--- config.mk ---
export PLATFORM = sky130hd
export DESIGN_NAME = taylor_sin_cos_tan_top
export DESIGN_NICKNAME = d
export VERILOG_FILES = /design/src/hw/rtl/tsct_pkg.sv /design/src/hw/rtl/taylor_sin_cos_tan_top.sv
export SDC_FILE = /design/constraint.sdc
export NUM_CORES = 2
export LEC_CHECK = 0
export CORE_ASPECT_RATIO = 0.9
export CORE_MARGIN = 2
export CORE_UTILIZATION = 65
export DETAILED_ROUTE_END_ITERATION = 12
export DONT_BUFFER_PORTS = 1
export GPL_ROUTABILITY_DRIVEN = 0
export PLACE_DENSITY = 0.79
export REMOVE_ABC_BUFFERS = 1
export SLEW_MARGIN = 20
export SYNTH_ARGS = -nofsm -noshare
export SYNTH_HDL_FRONTEND = slang
export SYNTH_SLANG_ARGS = --single-unit
--- constraint.sdc ---
create_clock -name clk -period 29.8 [get_ports clk]
set_input_delay 4.47 -clock clk [delete_from_list [all_inputs] [get_ports clk]]
set_output_delay 4.47 -clock clk [all_outputs]
set_load 0.005 [all_outputs]
--- src/hw/rtl/tsct_pkg.sv ---
// Shared types and constants of the series sine, cosine and tangent block.
// Holds the request and result payload structs, function and status codes.
// No dependencies.
`timescale 1ns / 1ps

package tsct_pkg;

  typedef struct packed {
    logic [1:0]         req_type;
    logic signed [31:0] angle;
    logic [3:0]         term_count;
  } req_t;

  typedef struct packed {
    logic signed [47:0] value;
    logic [1:0]         status;
  } rsp_t;

  localparam logic [1:0] SEL_SIN  = 2'd0;
  localparam logic [1:0] SEL_COS  = 2'd1;
  localparam logic [1:0] SEL_TAN  = 2'd2;
  localparam logic [1:0] SEL_NONE = 2'd3;

  localparam logic [1:0] ST_OK   = 2'd0;
  localparam logic [1:0] ST_SAT  = 2'd1;
  localparam logic [1:0] ST_ZDIV = 2'd2;

  localparam int FRAC_IN   = 27;
  localparam int FRAC_WORK = 32;

  localparam logic [63:0] POS_LIMIT = 64'h0000_7FFF_FFFF_FFFF;
  localparam logic [63:0] NEG_LIMIT = 64'h0000_8000_0000_0000;

endpackage

--- src/hw/rtl/taylor_sin_cos_tan_top.sv ---
// Top level of the series sine, cosine and tangent block: sequencer, shared
// multiplier, term divider and tangent divider. Depends on tsct_pkg.
`timescale 1ns / 1ps

// A request carries the function wanted (sine, cosine or tangent), an angle in
// radians as signed Q4.27 and a term count N. The block sums the Maclaurin
// series over n = 0..N, building each term x^k/k! from the previous one as
// t*|x|/k rounded half up, and returns one Q20.27 result with a status
// (ok, saturated, or tangent with a zero cosine sum). A term count above
// MAX_TERMS is treated as MAX_TERMS. The block works on one request at a
// time: it is ready only when idle, and holds the result until the transfer
// on the result channel completes. Every term k = 1..2N+1 passes through one
// 32x32 multiplier (two passes, low and high part of the term) and a divider
// by k that retires eight quotient bits a cycle. Tangent then runs a
// one-bit-per-cycle restoring division of the two sums, 91 steps. The unused
// selector code answers zero with status ok in the cycle after the request.
module taylor_sin_cos_tan_top #(
  parameter int MAX_TERMS = 15
) (
  input  logic          clk,
  input  logic          rst,
  input  logic          req_valid,
  output logic          req_ready,
  input  tsct_pkg::req_t req,
  output logic          rsp_valid,
  input  logic          rsp_ready,
  output tsct_pkg::rsp_t rsp
);

  // Width of the term index k, which runs up to 2*MAX_TERMS+1.
  localparam int KW        = $clog2(2 * MAX_TERMS + 2);
  localparam int DIV_BITS  = 8;
  localparam int DIV_STEPS = 64 / DIV_BITS;
  localparam int DCW       = $clog2(DIV_STEPS);
  localparam int TDIV_LEN  = 64 + tsct_pkg::FRAC_IN;
  localparam int TCW       = $clog2(TDIV_LEN);

  localparam logic [3:0] S_IDLE   = 4'd0;
  localparam logic [3:0] S_MUL_LO = 4'd1;
  localparam logic [3:0] S_MUL_HI = 4'd2;
  localparam logic [3:0] S_ADD    = 4'd3;
  localparam logic [3:0] S_DIV    = 4'd4;
  localparam logic [3:0] S_ACC    = 4'd5;
  localparam logic [3:0] S_FIN    = 4'd6;
  localparam logic [3:0] S_TDIV   = 4'd7;
  localparam logic [3:0] S_TEMIT  = 4'd8;
  localparam logic [3:0] S_DONE   = 4'd9;

  logic [3:0]    state;
  logic [1:0]    sel;
  logic          xneg;
  logic [31:0]   ax;
  logic [KW-1:0] k;
  logic [KW-1:0] kmax;
  logic [63:0]   t;
  logic [63:0]   sin_sum;
  logic [63:0]   cos_sum;
  logic [63:0]   p;
  logic [36:0]   rnd;
  logic [63:0]   dvd;
  logic [KW-1:0] rem;
  logic [DCW-1:0] dcnt;
  logic [63:0]   num;
  logic [63:0]   dvs;
  logic [63:0]   trem;
  logic [47:0]   q;
  logic          ovf;
  logic          tneg;
  logic [TCW-1:0] tcnt;
  tsct_pkg::rsp_t rsp_q;

  logic [31:0]   mul_a;
  logic [63:0]   prod;
  logic [63:0]   dvd_next;
  logic [KW-1:0] rem_next;
  logic [63:0]   trem_next;
  logic          tbit;
  logic [KW-1:0] kmax_next;
  logic          minus;
  logic [63:0]   sum_sel;
  logic [63:0]   sc_mag;
  logic [63:0]   us;
  logic [63:0]   uc;

  // Saturate a sign and magnitude into the 48-bit result.
  function automatic tsct_pkg::rsp_t emit(input logic neg, input logic [63:0] mag);
    tsct_pkg::rsp_t r;
    logic [63:0]    m;
    logic [63:0]    v;
    m = mag;
    r.status = tsct_pkg::ST_OK;
    if (!neg && mag > tsct_pkg::POS_LIMIT) begin
      m = tsct_pkg::POS_LIMIT;
      r.status = tsct_pkg::ST_SAT;
    end
    if (neg && mag > tsct_pkg::NEG_LIMIT) begin
      m = tsct_pkg::NEG_LIMIT;
      r.status = tsct_pkg::ST_SAT;
    end
    v = neg ? (64'd0 - m) : m;
    r.value = v[47:0];
    return r;
  endfunction

  // Shared multiplier: low 27 fraction bits of the term, then the 32 bits above them.
  assign mul_a = (state == S_MUL_LO) ? {5'd0, t[26:0]} : t[58:27];
  assign prod  = {32'd0, mul_a} * {32'd0, ax};

  // Divider by k: eight restoring steps on a narrow remainder per cycle.
  always_comb begin
    logic [KW:0]   r2;
    logic [KW-1:0] r;
    logic [63:0]   d;
    r = rem;
    d = dvd;
    for (int i = 0; i < DIV_BITS; i++) begin
      r2 = {r, d[63]};
      d  = {d[62:0], 1'b0};
      if (r2 >= {1'b0, k}) begin
        r2   = r2 - {1'b0, k};
        d[0] = 1'b1;
      end
      r = r2[KW-1:0];
    end
    dvd_next = d;
    rem_next = r;
  end

  // Tangent divider: one quotient bit per cycle.
  always_comb begin
    logic [64:0] r2;
    r2 = {trem, num[63]};
    if (r2 >= {1'b0, dvs}) begin
      r2   = r2 - {1'b0, dvs};
      tbit = 1'b1;
    end else begin
      tbit = 1'b0;
    end
    trem_next = r2[63:0];
  end

  // Highest term index 2N+1 after clamping N to MAX_TERMS.
  always_comb begin
    if (32'(req.term_count) > 32'(MAX_TERMS)) begin
      kmax_next = KW'(2 * MAX_TERMS + 1);
    end else begin
      kmax_next = KW'(2 * 32'(req.term_count) + 1);
    end
  end

  // Odd terms go to the sine sum and follow the sign of x; n is k/2.
  assign minus   = k[0] ? (k[1] ^ xneg) : k[1];
  assign sum_sel = (sel == tsct_pkg::SEL_SIN) ? sin_sum : cos_sum;
  assign sc_mag  = ((sum_sel[63] ? (64'd0 - sum_sel) : sum_sel) + 64'd16) >> 5;
  assign us      = sin_sum[63] ? (64'd0 - sin_sum) : sin_sum;
  assign uc      = cos_sum[63] ? (64'd0 - cos_sum) : cos_sum;

  always_ff @(posedge clk) begin
    if (rst) begin
      state <= S_IDLE;
    end else begin
      unique case (state)
        S_IDLE: begin
          if (req_valid) begin
            sel     <= req.req_type;
            xneg    <= req.angle[31];
            ax      <= req.angle[31] ? (32'd0 - req.angle) : req.angle;
            kmax    <= kmax_next;
            k       <= KW'(1);
            t       <= 64'd1 << tsct_pkg::FRAC_WORK;
            sin_sum <= 64'd0;
            cos_sum <= 64'd1 << tsct_pkg::FRAC_WORK;
            if (req.req_type == tsct_pkg::SEL_NONE) begin
              rsp_q.value  <= 48'd0;
              rsp_q.status <= tsct_pkg::ST_OK;
              state        <= S_DONE;
            end else begin
              state <= S_MUL_LO;
            end
          end
        end
        S_MUL_LO: begin
          p     <= prod;
          state <= S_MUL_HI;
        end
        S_MUL_HI: begin
          rnd   <= 37'((p + (64'd1 << (tsct_pkg::FRAC_IN - 1))) >> tsct_pkg::FRAC_IN);
          p     <= prod;
          state <= S_ADD;
        end
        S_ADD: begin
          dvd   <= p + {27'd0, rnd} + 64'(k >> 1);
          rem   <= '0;
          dcnt  <= '0;
          state <= S_DIV;
        end
        S_DIV: begin
          dvd  <= dvd_next;
          rem  <= rem_next;
          dcnt <= dcnt + 1'b1;
          if (dcnt == DCW'(DIV_STEPS - 1)) begin
            state <= S_ACC;
          end
        end
        S_ACC: begin
          t <= dvd;
          if (k[0]) begin
            sin_sum <= minus ? (sin_sum - dvd) : (sin_sum + dvd);
          end else begin
            cos_sum <= minus ? (cos_sum - dvd) : (cos_sum + dvd);
          end
          if (k == kmax) begin
            state <= S_FIN;
          end else begin
            k     <= k + 1'b1;
            state <= S_MUL_LO;
          end
        end
        S_FIN: begin
          if (sel != tsct_pkg::SEL_TAN) begin
            rsp_q <= emit(sum_sel[63], sc_mag);
            state <= S_DONE;
          end else if (cos_sum == 64'd0) begin
            rsp_q.value  <= 48'd0;
            rsp_q.status <= tsct_pkg::ST_ZDIV;
            state        <= S_DONE;
          end else begin
            num   <= us;
            dvs   <= uc;
            trem  <= 64'd0;
            q     <= 48'd0;
            ovf   <= 1'b0;
            tneg  <= sin_sum[63] ^ cos_sum[63];
            tcnt  <= '0;
            state <= S_TDIV;
          end
        end
        S_TDIV: begin
          trem <= trem_next;
          num  <= {num[62:0], 1'b0};
          q    <= {q[46:0], tbit};
          ovf  <= ovf | q[47];
          tcnt <= tcnt + 1'b1;
          if (tcnt == TCW'(TDIV_LEN - 1)) begin
            state <= S_TEMIT;
          end
        end
        S_TEMIT: begin
          // A quotient of 2^20 or more saturates in either direction.
          rsp_q <= emit(tneg, (ovf | q[47]) ? (tsct_pkg::NEG_LIMIT + 64'd1)
                                             : {16'd0, q});
          state <= S_DONE;
        end
        S_DONE: begin
          if (rsp_ready) begin
            state <= S_IDLE;
          end
        end
        default: begin
          state <= S_IDLE;
        end
      endcase
    end
  end

  assign req_ready = (state == S_IDLE);
  assign rsp_valid = (state == S_DONE);
  assign rsp       = rsp_q;

  // The request and result sides are never open together.
  a_no_overlap: assert property (@(posedge clk) disable iff (rst)
    !(req_ready && rsp_valid))
    else $error("request and result channels open together");

  // A request transfer starts work at once.
  a_busy_after_req: assert property (@(posedge clk) disable iff (rst)
    (req_valid && req_ready) |=> !req_ready)
    else $error("still ready after a request transfer");

  // A zero cosine flag belongs to a tangent request and carries a zero value.
  a_zdiv_tan: assert property (@(posedge clk) disable iff (rst)
    (rsp_valid && rsp.status == tsct_pkg::ST_ZDIV)
      |-> (sel == tsct_pkg::SEL_TAN && rsp.value == 48'd0))
    else $error("zero cosine status on a wrong request");

  // The term index never passes the last term.
  a_k_bound: assert property (@(posedge clk) disable iff (rst)
    (state == S_ACC) |-> (k <= kmax && k != '0))
    else $error("term index out of range");

endmodule

==> run metrics <==
hold buffer count at CTS 0; register bit total from synthesis 707; Layout area overhead 4.54%; first-pass iteration count of the detailed router 9; maximum fanout along the worst path 12; fin crit share 50.1%; Setup Buffers After CTS 0; fin crit period 14.92 ns; Max Fclk 0.0670 GHz; CTS Buf Count 77; Slew Limit Headroom 23.8%; cell mode on critical path o21ai_0; Die Y 351 microns; Synth Cell Area 86900 sq um; Crit path largest cell delay 0.78 ns; Worst Hold Depth 2; Placement Cell Area 88200 sq um; required time worst endpoint 30.20 ns; Resized cells post-CTS 0; I/O pin count 94; EDFF count, synth 703; largest net degree at the start of global routing 185; clk sinks 707; predominant post-synthesis flop cell edfxtp_1; Critical path origin k[1]; setup violators final 0; initial core utilization 65.3%; drc violations 0; Critical Path Sink rem[1]; DRT Wirelength 251000 microns; Post-synth ARST share 0%; H-tree levels 3; DR iter-0 viols 8171; MaxCap Viol Count 0; via/cell ratio 6.47; Reg2Reg Setup Slack 14.88 ns; Synth Warn # 0; vias 71500; Syn Area/Cell 9.13 sq um; R2R Path End rem[1]; Min-Delay Path Class reg2reg; RSZ-0062 raised after global routing no; Die ar. 137000 sq um; CP Class reg2reg; routed len/inst 22.8 microns; worst r2r src k[1]; Chip Width 389 microns; hpwl dp 188000 microns; Final ANT Viol Nets 0; Hold Vio Cnt, Final 0; Crit-path slowest cell edfxtp_1; root buffer cell clkbuf_16; row count 127; CTS tree built; nets@finish 10800; Netlist cell types 106; final setup TNS 0 ns; Worst-path clk slew 0.06 ns; ratio of cells with drive above 1 in the final layout 4.28%; I/O Buffers 0; Total GRT Usage 36.8%; Clock Path Buffers 3; crit end category flip-flop; critical path data arrival time 15.32 ns; post-layout instance area 90800 sq um; vias in the first global route 71500; CP delay by family, top compound AO/OA/AOI/OAI gates; Crit. path cell count 59; pre-CTS setup slack 15.11 ns; register area share after synthesis 24.4%; status finished clean; final worst setup slack 14.88 ns; Reg2Reg Depth 59; first-pass GRT wire length 395000 microns; skew final 0.0355 ns; CP Buf/Inv Count 1; synthesized instance count 9510; Worst-Margin Slew 1.14 ns; grt ovf 0; Setup crit start kind flip-flop; core footprint 133000 sq um; Skew-Pair Late Insertion Delay 0.70 ns; Slew Limit Fails 0; antenna violations before repair 3
## worst reg2reg max path: cells and delay by family, from the launching register on
family / cells / cell delay [ns]
multiplexers: 5 / 1.49
AND/OR/NAND/NOR: 19 / 3.04
buffers and inverters: 1 / 0.54
adder cells (fa/ha/maj): 8 / 3.13
flip-flops: 1 / 0.78
AO/OA/AOI/OAI: 26 / 5.66
## cell type report
| class | instances | area [sq um] |
|---|---|---|
| Multi-Input combinational cell | 7190 | 59700 |
| Fill cell | 10100 | 42200 |
| Sequential cell | 707 | 21200 |
| Inverter | 1152 | 4320 |
| Tap cell | 1741 | 2180 |
| Clock buffer | 89 | 2010 |
| Timing Repair Buffer | 106 | 828 |
| Clock inverter | 52 | 586 |
| Antenna cell | 4 | 10.0 |
## layer usage
layer	share of wire, %	global-route usage [%]	wire (microns)	vias to the layer above
met2	46	59.6	115000	4470
met3	11	7.63	28000	952
li1	-	-	-	31500
met1	37	46.7	92900	34500
met4	6.2	20.1	15500	4
met5	0.012	0	30	-
## registers in the layout, indices dropped and copies added (netlist names), 5 cells and up
| register | cells |
|---|---|
| cos_sum | 64 |
| dvd | 64 |
| dvs | 64 |
| num | 64 |
| p | 64 |
| sin_sum | 64 |
| trem | 64 |
| t | 59 |
| rsp | 50 |
| q | 48 |
| rnd | 37 |
| ax | 32 |
| tcnt | 7 |
| k | 5 |
| rem | 5 |
## placed cells by master (no fill, tap or decap), types with 285 or more instances in the layout
cell      count
edfxtp_1    703
nor2_1      600
fa_1        912
xnor2_1     424
ha_1        576
inv_1      1150
xor2_1      285
a21oi_1     417
and2_1      369
nand2_1    1218
o21ai_0     406
## metrics by stage
step / hold WS, ns / utilization (%) / std cells
after CTS: 0.507 / 68.2 / 11000
after detailed placement: 0.505 / 66.3 / 10900
final: 0.510 / 68.3 / 11000
after global placement: 0.501 / 66.3 / 10900
after floorplan: 0.477 / - / 9049
after global routing: 0.534 / 68.3 / 11000
## logic make-up (layout without fill, tap and decap cells)
family,after synthesis,count (layout),synth area share (%)
xor gates and xnor gates,716,716,7.26
muxes,184,184,2.20
adders and majority gates,1488,1488,29.3
AOI/OAI and AO/OA,1649,1649,12.3
other,0,4,0
DFF,707,707,24.4
and+or+nand+nor,3153,3153,17.4
buffers and inverters,1613,1399,7.12
## Yosys cell counts, types with 200 or more instances
master    instances  area, sq um
clkbuf_1        390         1460
inv_1          1150         4320
fa_1            912        18300
nand2_1        1219         4580
edfxtp_1        703        21100
xor2_1          285         2500
a21o_1          200         1500
o21ai_0         408         2040
ha_1            576         7210
and2_1          370         2310
xnor2_1         426         3730
nor2_1          605         2270
a21oi_1         418         2090
## how the worst min path moves through the flow
stage,from,to,slack (ns)
3_5_place_dp,num[32],num[33],0.51
3_3_place_gp,num[1],num[2],0.50
2_1_floorplan,cos_sum[0],dvs[0],0.48
6_report,num[2],num[3],0.51
5_1_grt,num[29],num[30],0.53
4_1_cts,num[29],num[30],0.51
Power is left out: the tool's default activity adds up to more than one toggle a clock period on the data nets, which glitch-free logic cannot reach.
